$ cat src/hdl/ghc_pkg.sv
// Package for the goal horizon clamp: CORDIC angle table, gain constant,
// and the word types passed between the pipeline cells. No dependencies.
`default_nettype none
package ghc_pkg;
   localparam int AngTableLen = 30;
   localparam int GuardBits   = 8;
   // Inverse CORDIC gain 0.60725293501 in Q0.30.
   localparam logic [29:0] GainInvQ30 = 30'd652032874;
   // Half-angle rotation seed: gain >> (30 - 14 - guard bits).
   localparam logic [29:0] QuatSeed = GainInvQ30 >> (30 - 14 - GuardBits);
   localparam logic [31:0] HalfTurn = 32'h8000_0000;
   localparam logic [31:0] QuarterTurn = 32'h4000_0000;
   localparam int CsrAddrBits = 1;
   localparam logic [CsrAddrBits-1:0] RegHorizon = 1'b0;
   localparam logic [30:0] HorizonReset = 31'd655360;

   // Vectoring works on 49-bit differences scaled by 2^16, plus growth.
   localparam int VecW = 52;
   // Position rotation: h * gain in Q.. with guard bits, plus growth.
   localparam int RotW = 42;

   typedef struct packed {
      logic [31:0] start_x;
      logic [31:0] start_y;
      logic [31:0] goal_x;
      logic [31:0] goal_y;
      logic [15:0] goal_qx;
      logic [15:0] goal_qy;
      logic [15:0] goal_qz;
      logic [15:0] goal_qw;
      logic        clamp;
      logic [30:0] horizon;
   } item_type;

   typedef struct packed {
      logic signed [VecW-1:0] x;
      logic signed [VecW-1:0] y;
      logic [31:0]            z;
   } vec_type;

   typedef struct packed {
      logic signed [RotW-1:0] px;
      logic signed [RotW-1:0] py;
      logic [31:0]            pz;
      logic signed [RotW-1:0] qx;
      logic signed [RotW-1:0] qy;
      logic [31:0]            qz;
      logic                   flip;
   } rot_type;

   function automatic logic [31:0] ang_step(input int i);
      logic [31:0] t [AngTableLen];
      t = '{32'h20000000, 32'h12E4051E, 32'h09FB385B, 32'h051111D4, 32'h028B0D43,
            32'h0145D7E1, 32'h00A2F61E, 32'h00517C55, 32'h0028BE53, 32'h00145F2F,
            32'h000A2F98, 32'h000517CC, 32'h00028BE6, 32'h000145F3, 32'h0000A2FA,
            32'h0000517D, 32'h000028BE, 32'h0000145F, 32'h00000A30, 32'h00000518,
            32'h0000028C, 32'h00000146, 32'h000000A3, 32'h00000051, 32'h00000029,
            32'h00000014, 32'h0000000A, 32'h00000005, 32'h00000003, 32'h00000001};
      return t[i];
   endfunction
endpackage
`default_nettype wire

$ cat src/hdl/ghc_rot_cell.sv
// One cell holding both CORDIC rotation micro-steps: goal offset and half-angle.
// Depends on ghc_pkg.
`default_nettype none
module ghc_rot_cell #(
   parameter int STAGE = 0
) (
   input  wire logic             clock,
   input  wire logic             reset,
   input  wire logic             en,
   input  wire logic             valid_in,
   input  ghc_pkg::rot_type      rot_in,
   input  ghc_pkg::item_type     item_in,
   output logic                  valid_out,
   output ghc_pkg::rot_type      rot_out,
   output ghc_pkg::item_type     item_out
);
   import ghc_pkg::*;
   logic     valid_ff;
   rot_type  rot_ff, rot_in_n;
   item_type item_ff;

   always_comb begin
      rot_in_n = rot_in;
      if (rot_in.pz[31]) begin
         rot_in_n.px = rot_in.px + (rot_in.py >>> STAGE);
         rot_in_n.py = rot_in.py - (rot_in.px >>> STAGE);
         rot_in_n.pz = rot_in.pz + ang_step(STAGE);
      end else begin
         rot_in_n.px = rot_in.px - (rot_in.py >>> STAGE);
         rot_in_n.py = rot_in.py + (rot_in.px >>> STAGE);
         rot_in_n.pz = rot_in.pz - ang_step(STAGE);
      end
      if (rot_in.qz[31]) begin
         rot_in_n.qx = rot_in.qx + (rot_in.qy >>> STAGE);
         rot_in_n.qy = rot_in.qy - (rot_in.qx >>> STAGE);
         rot_in_n.qz = rot_in.qz + ang_step(STAGE);
      end else begin
         rot_in_n.qx = rot_in.qx - (rot_in.qy >>> STAGE);
         rot_in_n.qy = rot_in.qy + (rot_in.qx >>> STAGE);
         rot_in_n.qz = rot_in.qz - ang_step(STAGE);
      end
   end

   always_ff @(posedge clock) begin
      if (reset) begin
         valid_ff <= 1'b0;
      end else if (en) begin
         valid_ff <= valid_in;
      end
      if (en) begin
         rot_ff  <= rot_in_n;
         item_ff <= item_in;
      end
   end

   assign valid_out = valid_ff;
   assign rot_out   = rot_ff;
   assign item_out  = item_ff;
endmodule
`default_nettype wire
$ cat config.mk
export PLATFORM = sky130hd
export DESIGN_NAME = ghc_rot_cell
export DESIGN_NICKNAME = d
export VERILOG_FILES = /design/src/hdl/ghc_pkg.sv /design/src/hdl/ghc_rot_cell.sv
export SDC_FILE = /design/constraint.sdc
export NUM_CORES = 1
export LEC_CHECK = 0
export ABC_AREA = 1
export BUFFER_PORTS_ARGS = -buffer_cell sky130_fd_sc_hd__buf_2
export CORE_AREA = 4 4 352 354
export CTS_BUF_LIST = sky130_fd_sc_hd__clkbuf_16
export CTS_CLUSTER_SIZE = 8
export DETAILED_ROUTE_END_ITERATION = 10
export DIE_AREA = 0 0 356 358
export PLACE_DENSITY = 0.54
export SLEW_MARGIN = 5
export SYNTH_ARGS = -nofsm -noshare
export SYNTH_HDL_FRONTEND = slang
export SYNTH_SLANG_ARGS = --single-unit
$ cat constraint.sdc
create_clock -name clock -period 2.75 [get_ports clock]
set_input_delay 0.275 -clock clock [delete_from_list [all_inputs] [get_ports clock]]
set_output_delay 0.275 -clock clock [all_outputs]
set_load 0.05 [all_outputs]
==> results.yml, run 1 <==
outcome:
  outcome: "finished clean"
sta:
  tns_ns: 0
  fin_worst_skew_ns: 0
  setup_viol: 0
  drv_slew: 0
  worst_pin_slew_ns: 0.9874
  max_slew_margin: 0.3417
  grt_setup_unrepaired: "false"
  timing.final.crit_period_ns: 2.594
  period_share: 0.9432
  hold_viol: 0
  max_freq_ghz: 0.3855
floorplan:
  core_um2: 121100
  die_x_um: 356
  ios: 919
  die_y_um: 358
  start_util: 0.2800
  die_area_um2: 127400
  fp-row-count: 128
critical_path:
  rr_worst_depth: 3
  worstSetupStartpoint: "rot_in[75]"
  worstPathCellList: "dlygate4sd3_1, buf_2, ha_1, fa_1, buf_4, inv_1, nand2_1, nand3_1, nand3_1, nand3_1, nand2_1, nand2_1, nand2_1, nand3_1, nand2_1"
  cpLargestDelayFamily: "simple AND/OR/NAND/NOR gates"
  critPathKind: "in2reg"
  cp_slowest_stage_delay_ns: 0.54
  cpMostUsedCell: "nand2_1"
  endpoint_kind: "flip-flop"
  critical_path_arrival_ns: 2.99
  critPathMaxFanout: 3
  cp-start-kind: "input port"
  cp_num_cells: 15
  cp.required_ns: 3.15
  slowest_stage: "dlygate4sd3_1"
  path_buf_inv: 4
  r2r_start: "valid_out"
clock_tree:
  clk_latency_ns: 0.66
  clockBufferDepth: 3
  clkSlewWorstSetupHoldPaths_ns: 0.05
  cts_tree: "yes"
  numCtsBuffers: 69
  htreeDepth: 3
  cts-root-buf: "clkbuf_16"
  post-cts-setup-buffer-count: 0
  clock_sinks: 456
synthesis:
  netlist_top_cells_area: "edfxtp_1, nand2_1, ha_1"
  ys_ff_latch: 456
  ys.warnings.count: 0
  synth_seq_area_share: 0.4036
  syn_area_per_cell_um2: 7.638
  syn_inst: 4439
  synth_nets: 5154
  synth_cell_types: 46
  synth_top_area_frac: 0.4030
  syn_area_um2: 33900
  yosysTopAreaCell: "edfxtp_1"
power:
  p_comb_frac: 0.371
  switching_share: 0.4037
  ir_worst_vdd_mv: 0.4200
  p_seq_frac: 0.330
  internal-power_uw: 16000
  leakage_uw: 0.02321
  power_density_nw_per_um2: 569.2
  p_clk_frac: 0.299
  switchingPower_uw: 10830
final_layout:
  nNetsFinal: 6629
  fill_cells: 12680
  utilization: 0.3892
  layout-area-overhead-vs-synth_pct: 39.00
  drive_above_1_share: 0.2581
global_routing:
  grt_max_degree: 95
  antenna_found_initial: 23
  grt_util_all_layers: 0.2539
  grt_pass1_wl_mm: 237.0
  grt_pass1_vias: 35830
  grt_overflow: 0
route:
  wl_met3_mm: 10.46
  routedWlPerCell_um: 22.33
  wl_met1_mm: 71.32
  dr.pass1.iters: 7
  drc: 0
  wl_mm: 169.1
  maxUsedRoutingLayer: "met5"
  wl_met2_mm: 79.05
  drt-initial-drc-count: 2707
  via_count: 36250
  vias_per_cell: 4.789
  postRouteAntennaNets: 0
min_path:
  min_path_type: "in2reg"
  min_from: "rot_in[31]"
  whs_path_depth: 3
place:
  port_buffers: 918
  post-dp-hpwl_mm: 140.9
  gp_congestion: 1.034
run:
  drv_cap: 0
## cells by family (layout without fill, tap and decap cells)
logic type,Yosys count,count (layout),synth area share
other,0,12,0
DFF,456,456,0.4036
adders and majority gates,254,254,0.09551
xor gates and xnor gates,60,60,0.01550
AOI/OAI and AO/OA,618,618,0.09924
and+or+nand+nor,2272,2272,0.2886
muxes,1,1,0.0002952
buffers and inverters,778,2271,0.09728
## cell usage in the layout, fill, tap and decap left out, types with 4 or more instances in the layout
cell and count:
ha_1 246, nand2_2 51, fa_1 8, and2_1 9, buf_4 301, nor3_1 19
nor2_1 350, a21oi_1 289, inv_1 638, dlygate4sd3_1 291, or2_1 5, nor2_2 76
nand3b_1 4, nand2_4 6, o21bai_1 36, a31oi_1 8, a21boi_0 5, nand3_2 9
clkinv_1 5, xor2_1 58, o21ai_2 7, nor3_2 4, o211ai_2 7, buf_12 10
clkinv_16 5, nor2_4 18, nand4_1 29, o21ai_0 189, buf_2 917, o22ai_1 15
a21oi_2 12, o21ai_1 42, inv_2 29, nand2_1 1300, o21a_1 5, clkbuf_16 69
diode_2 12, nand3_1 383, edfxtp_1 455
## flip-flops by register name, summed over array words and instances (netlist names)
signal     count
item_out     224
valid_out      1
rot_out      231
## per-layer routing
layer,vias up,GRT usage
li1,17300,-
met3,276,0.03865
met1,17270,0.3228
met4,6,0.1172
met2,1397,0.4251
met5,-,0
## layout make-up
| class | count | area (µm²) | area share |
|---|---|---|---|
| multi-input combinational | 3205 | 16930 | 0.3592 |
| sequential | 456 | 13680 | 0.2903 |
| timing repair buffer | 1520 | 9977 | 0.2117 |
| inverter | 662 | 2485 | 0.05273 |
| tap | 1625 | 2033 | 0.04314 |
| clock buffer | 69 | 1727 | 0.03664 |
| clock inverter | 20 | 266.5 | 0.005655 |
| antenna | 12 | 30.03 | 0.0006372 |
## synthesized netlist by cell type (all sizes together)
library cell,number
nand2,1357
inv,660
edfxtp,455
nor2,444
nand3,392
a21oi,301
ha,246
o21ai,238
buf,96
xor2,58
o21bai,36
nand4,29
nor3,23
clkbuf,20
o22ai,15
and2,10
or2,9
a31oi,8
fa,8
o211ai,7
nand3b,6
a21boi,5
o21a,5
a21o,3
clkinv,2
nor4,2
xnor2,2
dfxtp,1
mux2i,1
## metrics by stage
step / hold WS, ns / power [µW] / setup WS (ns) / area (µm²) / instances
4_1_cts: 0.007294 / 26970 / 0.1993 / 47090 / 7557
2_1_floorplan: 0.3474 / 14780 / 0.7127 / 33900 / 4439
5_1_grt: 0.05209 / 28040 / 0.02060 / 47120 / 7565
3_3_place_gp: 0.4360 / 18440 / 0.002251 / 42190 / 7177
6_report: 0.07350 / 26830 / 0.1563 / 47130 / 7569
3_5_place_dp: 0.4409 / 18430 / -0.03613 / 42190 / 7177
## worst register-to-register path, cell delays in order, from the launching register on
cell and delay, ns:
dfxtp_1 0.31, mux2i_1 0.12, nor2_1 0.05, dlygate4sd3_1 0.55
## power groups by stage
| stage | clock, µW | sequential (µW) | combinational [µW] |
|---|---|---|---|
| floorplan | 0 | 11400 | 3400 |
| global route | 8560 | 8900 | 10600 |
| detailed placement | 0 | 8950 | 9480 |
| finish | 8020 | 8850 | 9950 |
| global placement | 0 | 8960 | 9480 |
| CTS | 8250 | 8840 | 9880 |
## final timing paths
| path | endpoint | slack, ns |
|---|---|---|
| worst max-delay path | rot_out[63] | 0.16 |
| worst min-delay path | rot_out[32] | 0.07 |
| worst max register to register | valid_out | 1.61 |
| worst min register to register | valid_out | 1.05 |
## what timing repair did
action,CTS,global route
setup endpoints to repair,0,2
resized for setup,0,1
endpoints found under the hold margin,310,0
hold buffers,291,0
Power figures use the tool's default switching activity.
==> run 2, diff against run 1 <==
- CORE_AREA: 4 4 352 354 -> 4 4 358 360
- DIE_AREA: 0 0 356 358 -> 0 0 362 364
- PLACE_DENSITY: 0.54 -> 0.53
- clock period: 2.75 -> 3.2 ns (I/O delays scaled with it)
==> run 2 against run 1 <==
Against the previous run:
- global-route usage is 0.80 points lower
- worst setup slack improved by 0.11 ns
- sequential share of layout area is 1.0 points higher
- largest power group unchanged
- critical path depth decreased by 1
- non-clock buffer count shrank 227
- total power is 15% lower
- clock skew is the same
- critical path type unchanged
- highest routed layer unchanged
- critical endpoint is now rot_out[65]
- worst hold slack better by 0.0038 ns
- register-to-register slack improved by 0.44 ns
- via count down 2.7%
==> results.yml, run 2 (same netlist as run 1, synthesis figures left out) <==
floorplan:
  start_util: 0.2711
  fp-row-count: 130
  ios: 919
  die_x_um: 362
  die_area_um2: 131800
  die_y_um: 364
  core_um2: 125100
global_routing:
  grt_max_degree: 88
  grt_pass1_wl_mm: 236.9
  grt_pass1_vias: 35120
  antenna_found_initial: 26
  grt_util_all_layers: 0.2460
  grt_overflow: 0
sta:
  drv_slew: 0
  worst_pin_slew_ns: 0.8496
  timing.final.crit_period_ns: 2.932
  max_freq_ghz: 0.3410
  max_slew_margin: 0.4298
  period_share: 0.9163
  fin_worst_skew_ns: 0
  whs_ns: 0.07731
  grt_setup_unrepaired: "false"
  tns_ns: 0
  setup_viol: 0
  hold_viol: 0
critical_path:
  cp.required_ns: 3.62
  critPathMaxFanout: 5
  cpLargestDelayFamily: "simple AND/OR/NAND/NOR gates"
  cp-start-kind: "input port"
  critPathKind: "in2reg"
  path_buf_inv: 2
  cp_slowest_stage_delay_ns: 0.74
  worstPathCellList: "buf_2, inv_1, ha_1, fa_1, o21ai_1, nand2_1, nand2_1, nand2_1, nand3_1, nand2_1, nand2_1, nand2_1, nand3_1, nand2_1"
  critical_path_arrival_ns: 3.35
  cpMostUsedCell: "nand2_1"
  slowest_stage: "o21ai_1"
  endpoint_kind: "flip-flop"
clock_tree:
  cts_resized: 0
  htreeDepth: 3
  cts_tree: "yes"
  numCtsBuffers: 71
  cts-root-buf: "clkbuf_16"
  clockBufferDepth: 3
  clock_sinks: 456
  clkSlewWorstSetupHoldPaths_ns: 0.05
  clk_latency_ns: 0.66
final_layout:
  layout-area-overhead-vs-synth_pct: 34.24
  final_area_um2: 45510
  layout.cells.non_filler: 7374
  final_cell_mix: "nand2_1, buf_2, inv_1, edfxtp_1, nand3_1"
  drive_above_1_share: 0.2296
  layout_commonest_cell: "nand2_1"
  largest_reg_flops: 231
  utilization: 0.3638
  nNetsFinal: 6404
outcome:
  outcome: "finished clean"
route:
  routedWlPerCell_um: 22.87
  vias_per_cell: 4.784
  postRouteAntennaNets: 0
  drt-initial-drc-count: 2916
  dr.pass1.iters: 5
  drc: 0
  wl_mm: 168.6
  via_count: 35270
place:
  place_area_um2: 40530
  dpl.cell_count: 6977
  gp_congestion: 1.012
  post-dp-hpwl_mm: 141.4
  port_buffers: 918
power:
  leakage_uw: 0.02215
  ir_worst_vdd_mv: 0.3787
  p_clk_frac: 0.308
  switching_share: 0.4061
  internal-power_uw: 13550
  power_density_nw_per_um2: 501.4
  switchingPower_uw: 9268
  p_comb_frac: 0.359
  p_seq_frac: 0.333
run:
  drv_cap: 0
min_path:
  min_path_type: "in2reg"
==> run 2: changes by cell type in the layout (fill, tap and decap cells not counted), moves of 2 or more <==
cell           delta
clkinv_2          +3
clkbuf_16         +2
buf_4           -225
dlygate4sd3_1     -2
==> run 2: layout make-up <==
cell class,instances,area [µm²]
Fill cell,13240,79570
Multi-Input combinational cell,3205,16920
Sequential cell,456,13680
Timing Repair Buffer,1293,8268
Inverter,662,2485
Tap cell,1650,2064
Clock buffer,71,1777
Clock inverter,24,279.0
Antenna cell,13,32.53
==> run 2: tightest hold or removal path: stages <==
cell and delay, ns:
buf_2 0.11, ha_1 0.12, inv_1 0.03
==> run 2: what timing repair did <==
action | 4_1_cts | 5_1_grt
setup buffers | 0 | 0
hold endpoints to repair | 288 | 0
hold buffers | 289 | 0
==> run 2: metal layers <==
layer	wire (µm)	vias up	GRT usage
met2	79500	1368	0.4169
met3	10680	275	0.04101
met5	70	-	0
met4	7957	10	0.1100
li1	-	16860	-
met1	70400	16770	0.3078
==> run 2: final timing paths <==
kind | to | depth (start not counted) | from | slack, ns
worst max-delay path | rot_out[65] | 14 | rot_in[33] | 0.27
worst min register to register | valid_out | 3 | valid_out | 1.06
worst min-delay path | rot_out[75] | 3 | rot_in[75] | 0.08
worst max register to register | valid_out | 3 | valid_out | 2.05
==> run 2: through the flow <==
step | worst slack [ns] | total power, µW
4_1_cts | 0.4813 | 23020
3_5_place_dp | -0.2472 | 15500
3_3_place_gp | -0.3440 | 15520
5_1_grt | 0.2796 | 23880
6_report | 0.2678 | 22820
2_1_floorplan | 1.118 | 12700
==> run 2: power groups by stage <==
stage | registers (µW) | clock network [µW] | logic (µW)
global placement | 7700 | 0 | 7830
CTS | 7600 | 7280 | 8150
detailed placement | 7690 | 0 | 7810
floorplan | 9770 | 0 | 2920
finish | 7590 | 7030 | 8190
global route | 7640 | 7500 | 8730
