<file path="config.mk">
export PLATFORM = sky130hd
export DESIGN_NAME = ghc_vec_cell
export DESIGN_NICKNAME = d
export VERILOG_FILES = /design/src/hdl/ghc_pkg.sv /design/src/hdl/ghc_vec_cell.sv
export SDC_FILE = /design/constraint.sdc
export NUM_CORES = 1
export LEC_CHECK = 0
export ABC_AREA = 1
export ABC_CLOCK_PERIOD_IN_PS = 3730
export BUFFER_PORTS_ARGS = -buffer_cell sky130_fd_sc_hd__buf_2
export CORE_AREA = 2 2 281 283
export DETAILED_ROUTE_END_ITERATION = 7
export DIE_AREA = 0 0 283 285
export GPL_ROUTABILITY_DRIVEN = 0
export SLEW_MARGIN = 20
export SYNTH_ARGS = -nofsm -noshare
export SYNTH_HDL_FRONTEND = slang
export SYNTH_SLANG_ARGS = --single-unit
</file>
<file path="constraint.sdc">
create_clock -name clock -period 3.73 [get_ports clock]
set_input_delay 0.373 -clock clock [delete_from_list [all_inputs] [get_ports clock]]
set_output_delay 0.373 -clock clock [all_outputs]
set_load 0.01 [all_outputs]
</file>
<file path="src/hdl/ghc_pkg.sv">
// Package for the goal horizon clamp: CORDIC angle table, gain constant,
// and the word types passed between the pipeline cells. No dependencies.
`default_nettype none
package ghc_pkg;
   localparam int AngTableLen = 30;
   localparam int GuardBits   = 8;
   // Inverse CORDIC gain 0.60725293501 in Q0.30.
   localparam logic [29:0] GainInvQ30 = 30'd652032874;
   // Half-angle rotation seed: gain >> (30 - 14 - guard bits).
   localparam logic [29:0] QuatSeed = GainInvQ30 >> (30 - 14 - GuardBits);
   localparam logic [31:0] HalfTurn = 32'h8000_0000;
   localparam logic [31:0] QuarterTurn = 32'h4000_0000;
   localparam int CsrAddrBits = 1;
   localparam logic [CsrAddrBits-1:0] RegHorizon = 1'b0;
   localparam logic [30:0] HorizonReset = 31'd655360;

   // Vectoring works on 49-bit differences scaled by 2^16, plus growth.
   localparam int VecW = 52;
   // Position rotation: h * gain in Q.. with guard bits, plus growth.
   localparam int RotW = 42;

   typedef struct packed {
      logic [31:0] start_x;
      logic [31:0] start_y;
      logic [31:0] goal_x;
      logic [31:0] goal_y;
      logic [15:0] goal_qx;
      logic [15:0] goal_qy;
      logic [15:0] goal_qz;
      logic [15:0] goal_qw;
      logic        clamp;
      logic [30:0] horizon;
   } item_type;

   typedef struct packed {
      logic signed [VecW-1:0] x;
      logic signed [VecW-1:0] y;
      logic [31:0]            z;
   } vec_type;

   typedef struct packed {
      logic signed [RotW-1:0] px;
      logic signed [RotW-1:0] py;
      logic [31:0]            pz;
      logic signed [RotW-1:0] qx;
      logic signed [RotW-1:0] qy;
      logic [31:0]            qz;
      logic                   flip;
   } rot_type;

   function automatic logic [31:0] ang_step(input int i);
      logic [31:0] t [AngTableLen];
      t = '{32'h20000000, 32'h12E4051E, 32'h09FB385B, 32'h051111D4, 32'h028B0D43,
            32'h0145D7E1, 32'h00A2F61E, 32'h00517C55, 32'h0028BE53, 32'h00145F2F,
            32'h000A2F98, 32'h000517CC, 32'h00028BE6, 32'h000145F3, 32'h0000A2FA,
            32'h0000517D, 32'h000028BE, 32'h0000145F, 32'h00000A30, 32'h00000518,
            32'h0000028C, 32'h00000146, 32'h000000A3, 32'h00000051, 32'h00000029,
            32'h00000014, 32'h0000000A, 32'h00000005, 32'h00000003, 32'h00000001};
      return t[i];
   endfunction
endpackage
`default_nettype wire

</file>
<file path="src/hdl/ghc_vec_cell.sv">
// One CORDIC vectoring micro-rotation cell with its item carried alongside.
// Depends on ghc_pkg.
`default_nettype none
module ghc_vec_cell #(
   parameter int STAGE = 0
) (
   input  wire logic             clock,
   input  wire logic             reset,
   input  wire logic             en,
   input  wire logic             valid_in,
   input  ghc_pkg::vec_type      vec_in,
   input  ghc_pkg::item_type     item_in,
   output logic                  valid_out,
   output ghc_pkg::vec_type      vec_out,
   output ghc_pkg::item_type     item_out
);
   import ghc_pkg::*;
   logic    valid_ff;
   vec_type vec_ff, vec_in_n;
   item_type item_ff;

   always_comb begin
      vec_in_n = vec_in;
      if (vec_in.y < 0) begin
         vec_in_n.x = vec_in.x - (vec_in.y >>> STAGE);
         vec_in_n.y = vec_in.y + (vec_in.x >>> STAGE);
         vec_in_n.z = vec_in.z - ang_step(STAGE);
      end else begin
         vec_in_n.x = vec_in.x + (vec_in.y >>> STAGE);
         vec_in_n.y = vec_in.y - (vec_in.x >>> STAGE);
         vec_in_n.z = vec_in.z + ang_step(STAGE);
      end
   end

   always_ff @(posedge clock) begin
      if (reset) begin
         valid_ff <= 1'b0;
      end else if (en) begin
         valid_ff <= valid_in;
      end
      if (en) begin
         vec_ff  <= vec_in_n;
         item_ff <= item_in;
      end
   end

   assign valid_out = valid_ff;
   assign vec_out   = vec_ff;
   assign item_out  = item_ff;
endmodule
`default_nettype wire

</file>
==> impl.org, run 1 <==
** Global routing
- Antenna violations before repair :: 19
- Entering global routing, the biggest net connects roughly 110 pins.
- The first global-routing pass estimated 161000 um of wire.
- Global routing used between 20% and 30% of the available tracks across all layers.
- Number of global-route vias before repair :: between 20000 and 25000
- For this run the aggregate overflow at the end of global routing stands at 0.

** Timing
- Final worst-path cycle share :: between 70% and 80%
- Across the routed clock network, the largest skew measured is 0 ps.
- Count of endpoints failing hold in the final timing report :: 0
- Setup violations remaining at the end of the flow were counted as 0.
- The final max-slew violation count was 0.
- Setup slack on the critical path of the routed design comes to roughly 910 ps.
- Min Clock Period, post-route :: roughly 2800 ps
- At the pin with the least slew margin, the transition time is 983 ps.
- Headroom to the max-slew limit came out at 34.5%.
- Setup repair after global routing left no endpoint under its margin.
- Derived from the worst setup path, the maximum achievable clock frequency is between 300 and 400 MHz.
- In the final timing run, aggregate negative setup slack is 0 ps.

** Synth
- Average footprint of a synthesized cell :: between 7 and 8 um^2
- During synthesis, Yosys emitted a total of 0 warnings.
- Of the post-synthesis cell area, the dominant cell type holds a little over two fifths.
- Count of unique library cells instantiated by Yosys :: 50
- edfxtp_1 takes more of the synthesized area than any other cell.
- Most common flop cell mapped by yosys :: edfxtp_1
- Summing the sequential cell areas from Yosys gives a little over two fifths of the chip area.
- Proportion of synthesized flip-flops having asynchronous set or reset :: 0%
- Netlist area before placement :: about 25000 um^2
- Ranked by total cell area, the synthesized netlist is headed by edfxtp_1, nand2_1, ha_1, inv_1, nand3_1.
- Number of flops mapped to enable cells by yosys :: roughly 360
- Number of nets produced by synthesis :: around 3700
- Post-synthesis sequential element count :: between 300 and 400
- Cell count after synthesis :: about 3100

** Critical path
- Worst flop-to-flop path startpoint :: valid_out
- In this design, the stage delay of the slowest critical-path cell is 690 ps.
- CP required :: 4100 ps
- Kind of end point of the critical path :: register
- Worst setup startpoint :: vec_in[68]
- The slowest stage of the critical path is the ha_1 cell.
- Among cell families on the critical path, the largest total delay comes from simple AND/OR/NAND/NOR gates.
- The critical path goes through buf_2 -> inv_1 -> ha_1 -> nand2_1 -> nor2_1 -> nand2_1 -> nor2_2 -> nand3_1 -> nand3_1 -> nor2_1 -> nand2_1 -> nand2_1 -> nand3_1 -> nand2_1.
- The critical path contains buffers and inverters numbering 2 combined.
- At the worst endpoint, the arrival time is ~3200 ps.
- Critical Path Most Common Cell :: nand2_1
- Of all nets on the critical path, the largest fanout is 11.
- The worst setup path is launched from a primary input.
- For flop-to-flop paths, the worst setup slack is between 3000 and 4000 ps.
- Critical setup path kind :: in -> reg

** Floorplan
- The floorplan has 103 rows.
- Top-level port count :: 725
- In this run the vertical extent of the chip is between 200 and 300 um.
- Effective utilization at floorplan :: roughly a third
- Core Region :: 78000 um^2
- The die covers just over 80000 um^2.
- Width of the die :: 283 um

** Place
- Prior to clock tree synthesis, the placed netlist has a worst setup slack of between 400 and 500 ps.
- In this run, placement finished with an instance count of about 4900.
- Buffers placed on the I/O ports in this run total approximately 720.
- Total placed instance area :: approximately 30000 um^2
- The wire-length estimate of the detail-placed layout is 91700 um.

** CTS
- CTS H-tree lvls :: 2
- After clock tree synthesis, the clock-pin slew on the worst setup and hold paths is around 60 ps.
- Number of clock buffers inserted by TritonCTS :: 44
- For this design, the sink count on the clock tree is 360.
- Maximum number of buffers from clock root to sink :: 3
- At the later pin of the worst-skew pair, clock insertion delay measures slightly below 600 ps.
- The number of setup buffers added after CTS is 0.
- TritonCTS clock tree :: yes
- The cell sitting at the root of the clock tree is a clkbuf_16.

** Hold path
- HP Class :: in -> reg
- Min-delay src :: vec_in[3]

** Cells and area
- In the final layout, the multi-input gates occupy ~12000 um^2.
- Fraction of layout cells with a size suffix above 1 :: 24.5%
- Post-route non-filler standard cell count :: 5204
- Sequential Area :: 10800 um^2
- Once layout is complete, the utilization of the core stands at 43.0%.
- Layout Cell Area excl Fill :: between 30000 and 40000 um^2
- Fillers :: 7870
- Layout overhead on the synthesized area :: 34.7%
- In the final design database the tool counted 4641 nets.

** Drt
- The count of nets left with antenna violations once routing finished came out at 0.
- The first TritonRoute pass finished after 6 iterations.
- For this run, design rule violations remaining after detail routing come to 0.
- Dividing the detail-routed wire length by the instance count gives 21.8 um.
- In the routed layout, each cell is associated on average with a via count of just under 5.
- Vias :: ~26000
- Routed WL :: 114000 um
- Drt first-iter violations :: between 2000 and 2500

** Pwr
- Total power divided by cell area :: ~390 nW/um^2
- LEAKAGE :: about 16 nW
- Worst ir drop on vdd :: between 0.0003 and 0.0004 V

** Run status
- The run finished with clean final reports.

** Flow run
- Max-cap violations in this run came to 0.
-- synth_stat cells, types with 2 or more instances --
library cell / count
a21oi_1: 175
a21oi_4: 2
nand3_1: 252
nand4_1: 48
buf_1: 3
clkinv_1: 2
nand2_4: 7
a21boi_0: 2
o22ai_1: 15
o21ai_0: 121
ha_1: 169
a31oi_1: 3
clkbuf_1: 11
buf_4: 35
inv_1: 506
xor2_1: 24
or2_1: 4
nor2_1: 182
buf_6: 6
o211ai_2: 8
nor2_4: 9
a21o_1: 2
nor2_2: 55
nor3_1: 14
edfxtp_1: 359
fa_1: 4
xnor2_1: 2
nand2_1: 918
or2_2: 4
nor4_1: 2
nand2_2: 34
o21ai_2: 2
o21bai_1: 31
nand3_2: 7
o211ai_1: 2
a21oi_2: 17
inv_2: 35
and2_1: 8
buf_2: 17
o21ai_1: 25
nor3_2: 12
-- cell families (layout without fill, tap and decap cells) --
logic type	Yosys count	in the layout	synth area share (%)
buffers and inverters	615	1611	10.1
other	0	15	0
DFF	360	360	43.4
xor gates and xnor gates	26	26	0.914
AOI/OAI and AO/OA	407	407	9.29
muxes	1	1	0.0402
and+or+nand+nor	1561	1561	27.5
adders and majority gates	173	173	8.81
-- power by group --
group	total [mW]	internal [mW]	leakage, nW	switching (mW)
registers	5.09	4.93	3.52	0.157
logic	3.73	1.25	12.3	2.48
clock network	4.42	2.48	0.705	1.94
-- cell type report --
| class | count | share of cell area [%] |
|---|---|---|
| inverters | 543 | 6.08 |
| diodes | 15 | 0.112 |
| flip-flops and latches | 360 | 32.2 |
| clock buffers | 45 | 3.29 |
| well taps | 1050 | 3.92 |
| clock inverters | 36 | 1.07 |
| multi-input cells | 2168 | 34.6 |
| repair buffers | 987 | 18.8 |
-- placed cells by master (no fill, tap or decap), types with 6 or more instances in the layout --
master | Yosys | final
a21oi_1 | 175 | 175
a21oi_2 | 17 | 17
and2_1 | 8 | 8
buf_12 | 0 | 6
buf_2 | 17 | 722
buf_4 | 35 | 15
clkbuf_16 | 0 | 44
clkinv_1 | 2 | 8
clkinv_2 | 0 | 7
clkinv_4 | 0 | 6
clkinvlp_4 | 0 | 6
diode_2 | 0 | 15
dlygate4sd3_1 | 0 | 243
edfxtp_1 | 359 | 359
ha_1 | 169 | 169
inv_1 | 506 | 506
inv_2 | 35 | 35
nand2_1 | 918 | 918
nand2_2 | 34 | 34
nand2_4 | 7 | 7
nand3_1 | 252 | 252
nand3_2 | 7 | 7
nand4_1 | 48 | 48
nor2_1 | 182 | 182
nor2_2 | 55 | 55
nor2_4 | 9 | 9
nor3_1 | 14 | 14
nor3_2 | 12 | 12
o211ai_2 | 8 | 8
o21ai_0 | 121 | 121
o21ai_1 | 25 | 25
o21bai_1 | 31 | 31
o22ai_1 | 15 | 15
xor2_1 | 24 | 24
-- worst register-to-register path, delay by kind of cell, from the launching register on --
kind / cells / cell delay [ps]
simple gates: 1 / 60
flops: 1 / 320
mux: 1 / 200
-- final timing paths --
path,end,cells past startpoint
worst max-delay path,vec_out[122],14
worst min-delay path,vec_out[3],1
worst max register to register,valid_out,2
worst min register to register,valid_out,2
-- what timing repair did --
item	in CTS	in global routing
hold buffers	242	1
hold endpoints to repair	242	1
gates resized for setup	0	0
-- metal layers --
metal  GRT usage (%)  part of all wire, %  vias to the layer above
li1                -                    -                    12100
met1            31.1                   37                    12000
met2            48.2                   49                     1347
met3            3.91                  7.0                      286
met4            14.7                  6.3                        2
met5               0               0.0079                        -
-- metrics by stage --
| stage | hold slack (ps) | power (mW) |
|---|---|---|
| global placement | 476 | 8.59 |
| finish | 35.2 | 13.2 |
| detailed placement | 480 | 8.58 |
| floorplan | 445 | 7.00 |
| CTS | 2.07 | 13.3 |
| global route | 18.1 | 13.8 |
-- state kept, by name, summed over array words and instances, names as in the netlist --
signal,count
vec_out,135
valid_out,1
item_out,224
(Power assumes the default switching activity.)
==> inputs of run 2 (changes only) <==
ABC_CLOCK_PERIOD_IN_PS = 2250   (was 3730)
clock period = 2.25 ns   (was 3.73 ns; I/O delays follow)
==> impl.org, run 2 (same netlist as run 1, synthesis figures left out) <==
** Critical path
- For the worst setup path, the data required time is between 2000 and 3000 ps.
- The signal on the critical path passes through buf_2 -> inv_1 -> ha_1 -> inv_2 -> a21oi_1 -> o21ai_1 -> buf_4 -> inv_1 -> nand2_2 -> nand2_1 -> nand2_1 -> nand2_1 -> nand3_1 -> nand3_1 -> nand2_1.
- Worst flop-to-flop path startpoint :: valid_out
- The worst setup path is launched from a primary input.
- The worst register-to-register path has a depth of 3.
- Counting stages on the worst path, the most repeated cell is nand2_1.
- The worst setup path is captured at a register.
- Maximum fanout encountered on the critical timing path :: 7
- Data on the critical path arrives at its endpoint at 2470 ps.
- Setup slack of the worst register-to-register path :: approximately 1100 ps
- For this run, the slowest stage of the critical path takes between 400 and 500 ps.
- The worst setup path is of the in -> reg kind.
- The endpoint identified for the worst register-to-register timing path is valid_out.
- Highest-delay cell along the critical path :: ha_1

** Pwr
- Overall Power :: about 23 mW
- For this design the static power due to leakage is around 19 nW.
- Portion of total power attributed to combinational logic :: a little under a third
- In this run the power spent charging and discharging nets is between 7 and 8 mW.
- Registers are responsible for a little over a third of the overall power.
- Clock network fraction of design power :: 32.5%
- In this run switching power makes up 33.4% of total power.
- The worst-case IR drop observed on VDD is roughly 0.00048 V.
- Cell internal power was estimated by the tool at around 16 mW.
- Total power divided by cell area :: 618 nW/um^2

** Timing
- Final worst-path cycle share :: 94.8%
- The final hold violation count is 0.
- Headroom to the max-slew limit came out at about three fifths.
- TNS Setup :: 0 ps
- Hold is met by about 34 ps.
- The final max-slew violation count was 0.
- The routed design could run at a clock period as short as around 2100 ps.
- Setup repair after global routing left no endpoint under its margin.
- On the final layout, the worst clock skew is 0 ps.
- Static timing analysis puts the maximum clock frequency at between 400 and 500 MHz.
- Final WS setup :: roughly 120 ps
- Setup violations remaining at the end of the flow were counted as 0.
- For the pin with the worst max-slew slack, the measured transition is just under 600 ps.

** Cells and area
- The register with the most flip-flops in the layout has approximately 220 of them.
- The library cell used most frequently in the layout, excluding fill and tap cells, is nand2_1.
- Final #Nets :: roughly 5200
- In the layout the commonest cells are nand2_1, buf_2, buf_4.
- Layout overhead on the synthesized area :: 52.1%
- Post-route non-filler standard cell count :: roughly 5800
- Fraction of layout cells with a size suffix above 1 :: between 30 and 40%
- Once layout is done, the placed cells without fillers occupy 37900 um^2.
- Core utilization of the finished layout :: 48.6%

** Flow run
- Max-cap violations in this run came to 0.

** CTS
- TritonCTS built the clock tree.
- The root buffer cell chosen for the clock tree is clkbuf_16.
- The longest clock path from root to sink contains 3 buffers.
- For this design, the sink count on the clock tree is 360.
- Clock-pin slew was measured on the worst setup and hold paths at about 60 ps.
- CTS H-tree lvls :: 2
- Clock tree synthesis inserted a total of 44 buffers.
- Clock latency at the later pin of the worst-skew pair :: ~590 ps

** Run status
- Result of the run :: finished, final reports clean

** Floorplan
- Number of rows created at floorplan :: ~100
- For this design the top-level I/O count stands at ~730.
- Die span in y :: about 290 um
- The initial utilization of the core area, before any placement, comes to a little under a third.
- Die footprint :: 80700 um^2
- The floorplan step set the die width to around 280 um.
- The core region is approximately 80000 um^2.

** Drt
- The detail route stage leaves a number of antenna-violating nets equal to 0.
- Before antenna repair, the detailed router went through 6 iterations.
- In the routed design, unresolved DRC markers number 0.
- Post-detailed-route wirelength per cell :: roughly 21 um
- After the first detailed-routing iteration, the DRC count stood at around 2200.
- After detailed routing, the total wire length is about 120000 um.
- Vias :: ~28000
- Vias per inst :: approximately 4.8

** Global routing
- Combined global-route utilization of all metal layers :: 28.4%
- Overflow after GRT :: 0
- Entering global routing, the biggest net connects 106 pins.
- The first global-routing pass estimated about 170000 um of wire.
- The via count of the first global-routing pass is between 20000 and 30000.
- The initial antenna violation count came to 9.

** Hold path
- Hold-critical path depth :: 3
- For hold timing, the worst endpoint is vec_out[84].
- HP Class :: in -> reg
- The worst hold path begins at vec_in[84].

** Place
- At the placement stage, the worst setup path has a slack of -433 ps.
- Placed wire-length estimate after detailed placement :: around 97000 um
- Post-Place Cells :: 5407
- IO Port Bufs :: around 720
- In this run the cell area measured after placement is around 34000 um^2.
-- run 2: power by group through the flow --
stage	combinational, mW	sequential, mW	clock [mW]
2_1_floorplan	2.77	8.84	0
3_3_place_gp	6.72	8.61	0
3_5_place_dp	6.76	8.59	0
4_1_cts	7.18	8.48	7.69
5_1_grt	7.80	8.54	7.93
6_report	7.30	8.50	7.61
-- run 2: layer usage --
layer | vias up | global-route usage [%] | wire, um
met1 | 13000 | 32.8 | 45200
met2 | 1331 | 50.2 | 58500
met4 | 4 | 15.5 | 7340
li1 | 13200 | - | -
met3 | 307 | 4.44 | 8540
met5 | - | 0 | 23
-- run 2: cell type report --
cell class,instances,area (um^2)
sequential,360,10800
inverter,543,2040
tap,1050,1310
timing repair buffer,1543,10600
clock inverter,32,384
fill,7498,40100
multi-input combinational,2168,11600
antenna,7,17.5
clock buffer,48,1120
-- run 2: worst max path at each step --
stage,from,to,cells after the start
after floorplan,vec_in[32],vec_out[80],15
after global placement,vec_in[68],vec_out[133],16
after detailed placement,vec_in[68],vec_out[133],16
after CTS,vec_in[44],vec_out[81],15
after global routing,vec_in[96],vec_out[81],14
final,vec_in[38],vec_out[81],15
-- run 2: timing repair --
action	CTS	global route
endpoints found under the setup margin	0	12
resized for setup	0	8
hold buffers	257	0
setup buffers	0	0
hold endpoints to repair	257	0
-- run 2: worst max-delay path, delay by kind of cell --
family	cells	cell delay (ps)
compound gates	2	350
fa+ha+maj	1	460
buf+inv	5	500
simple gates	7	920
==> inputs of run 3 (changes only) <==
CELL_PAD_IN_SITES_DETAIL_PLACEMENT = 0   (was not set)
CELL_PAD_IN_SITES_GLOBAL_PLACEMENT = 2   (was not set)
CORE_AREA = not set   (was 2 2 281 283)
CORE_MARGIN = 1   (was not set)
CORE_UTILIZATION = 27   (was not set)
DIE_AREA = not set   (was 0 0 283 285)
PLACE_DENSITY = 0.78   (was not set)
==> impl.org, run 3 (same netlist as run 1, synthesis figures left out) <==
** Timing
- Final worst-path cycle share :: 93.4%
- The final max-slew violation count is 0.
- Timing would allow up to between 400 and 500 MHz.
- For the pin with the worst max-slew slack, the measured transition is ~630 ps.
- The final hold violation count came to 0.
- Final-report setup violation count :: 0
- Subtracting the final worst setup slack from the clock period gives 2100 ps.
- Final setup skew :: 0 ps
- Relative slew slack :: 57.8%
- Setup repair after global routing left no endpoint under its margin.

** CTS
- Once the clock tree was built, the setup fixing pass inserted 0 buffers.
- Number of clock buffers inserted by TritonCTS :: 45
- Clock-pin slew was measured on the worst setup and hold paths at approximately 60 ps.
- Counting every sink on the clock net gives 360.
- TritonCTS built the clock tree.
- At the later pin of the worst-skew pair, clock insertion delay measures around 580 ps.
- CTS H-tree lvls :: 2
- The root buffer cell chosen for the clock tree is clkbuf_16.
- Maximum number of buffers from clock root to sink :: 3

** Critical path
- The worst setup path is launched from a primary input.
- Kind of end point of the critical path :: register
- Maximum fanout encountered on the critical timing path :: 7
- For the worst setup path, the data required time is ~2600 ps.
- Arrival time reported for the critical path endpoint :: between 2000 and 2500 ps
- Critical setup path kind :: in -> reg

** Pwr
- Worst ir drop on vdd :: roughly 0.00046 V
- In this run the static leakage power is just under 20 nW.
- Summing internal, switching and leakage power gives about 24 mW.
- In this run the power density over the cells is between 600 and 700 nW/um^2.

** Cells and area
- Measured on the finished design, the core utilization comes to between 40% and 50%.
- Sequential Area :: between 10000 and 15000 um^2
- Max reg flops :: 224
- Final #Nets :: approximately 5300
- Fraction of layout cells with a size suffix above 1 :: a little over a third
- In the final layout, the multi-input gates occupy 11600 um^2.
- The top cell types in the final layout, fill and taps aside, are nand2_1, buf_2, buf_4.
- Leaving out fill and tap cells, the most frequent cell in the layout is nand2_1.
- Fill cells in the final layout number roughly 9400.
- Layout overhead on the synthesized area :: 57.2%

** Floorplan
- Die footprint :: between 90000 and 100000 um^2
- Width of the die :: 306 um
- During I/O placement, the number of pins put on the boundary was just over 700.
- Number of rows created at floorplan :: between 100 and 150
- Once the floorplan was initialized, standard cells occupied a little over a quarter of the core.
- Core Region :: 91500 um^2
- In this run the vertical extent of the chip is between 300 and 400 um.

** Flow run
- Across the run, the number of max-cap violations was 0.

** Global routing
- Antenna violations before repair :: 8
- Entering global routing, the biggest net connects between 100 and 150 pins.
- First-pass GRT wire length :: 184000 um
- Overflow after GRT :: 0
- Combined global-route utilization of all metal layers :: between 20% and 30%
- The via count of the first global-routing pass was roughly 28000.

** Run status
- The run finished, with violations left.
- The checks that failed: DRC.

** Drt
- The detail route stage leaves a number of antenna-violating nets equal to 0.
- After the first detailed-routing iteration, the DRC count stood at 2015.
- Dividing the detail-routed via count by the number of cells gives between 4 and 5.
- In the routed design, unresolved DRC markers number 8.
- For this block, the via count after detailed routing is between 20000 and 30000.
- Post-detailed-route wirelength per cell :: about 22 um
- Iteration count of the initial detailed-routing pass :: 8
- Routed WL :: about 130000 um

** Place
- Placed wire-length estimate after detailed placement :: 109000 um
- IO Port Bufs :: between 700 and 800

** Hold path
- The worst hold path belongs to the class in -> reg.
## run 3: changes by cell type in the layout (fill, tap and decap cells not counted), sizes merged
cell and delta:
buf +129, clkbuf +1, clkinv -4, clkinvlp +4, diode -4, dlygate4sd3 +1
inv -2
## run 3: final cells by class
type	instances	area share (%)
repair buffers	1673	29.8
clock buffers	49	2.97
multi-input cells	2168	29.7
clock inverters	30	0.921
flip-flops and latches	360	27.6
inverters	543	5.21
well taps	1186	3.79
diodes	3	0.0192
## run 3: critical path, cell delays in order
cell and delay [ps]:
buf_2 100, inv_1 40, ha_1 540, nand2_2 190
nor2_2 210, nand2_1 170, o211ai_2 390, a21oi_1 160
nor2_1 120, nor2_1 40, nand2_1 60, nand2_1 150
## run 3: path summary, 6_finish.rpt
kind	startpoint	cells past startpoint	to	slack, ps
setup / recovery	vec_in[38]	12	vec_out[110]	150
hold reg to reg	valid_out	3	valid_out	1100
setup reg to reg	valid_out	3	valid_out	1070
hold / removal	en	1	vec_out[116]	20
## run 3: routing by layer
layer | vias up | share of wire, % | global-route usage, % | routed length [um]
met5 | - | 0.030 | 0 | 39
met1 | 13000 | 40 | 31.9 | 52500
li1 | 13500 | - | - | -
met2 | 945 | 50 | 48.7 | 65500
met4 | 6 | 4.8 | 12.1 | 6300
met3 | 205 | 4.9 | 3.54 | 6380
## run 3: timing repair
item	4_1_cts	5_1_grt
endpoints found under the hold margin	257	0
gates resized for setup	0	3
hold buffers	258	0
setup endpoints to repair	0	6
## run 3: through the flow
step	hold slack (ps)	area, um^2	cells	TNS [ps]	worst slack, ps
floorplan	297	24900	3143	0	213
global placement	389	35000	5672	-27730	-466
detailed placement	390	35000	5672	-28830	-510
CTS	11.7	39100	6009	0	133
global route	13.4	39100	6012	0	23.9
finish	23.8	39100	6012	0	149
## run 3: where the power goes
group	internal [mW]	switching, mW	leakage, nW
combinational	3.28	4.57	15.6
sequential	8.18	0.284	3.52
clock	4.54	3.19	0.729
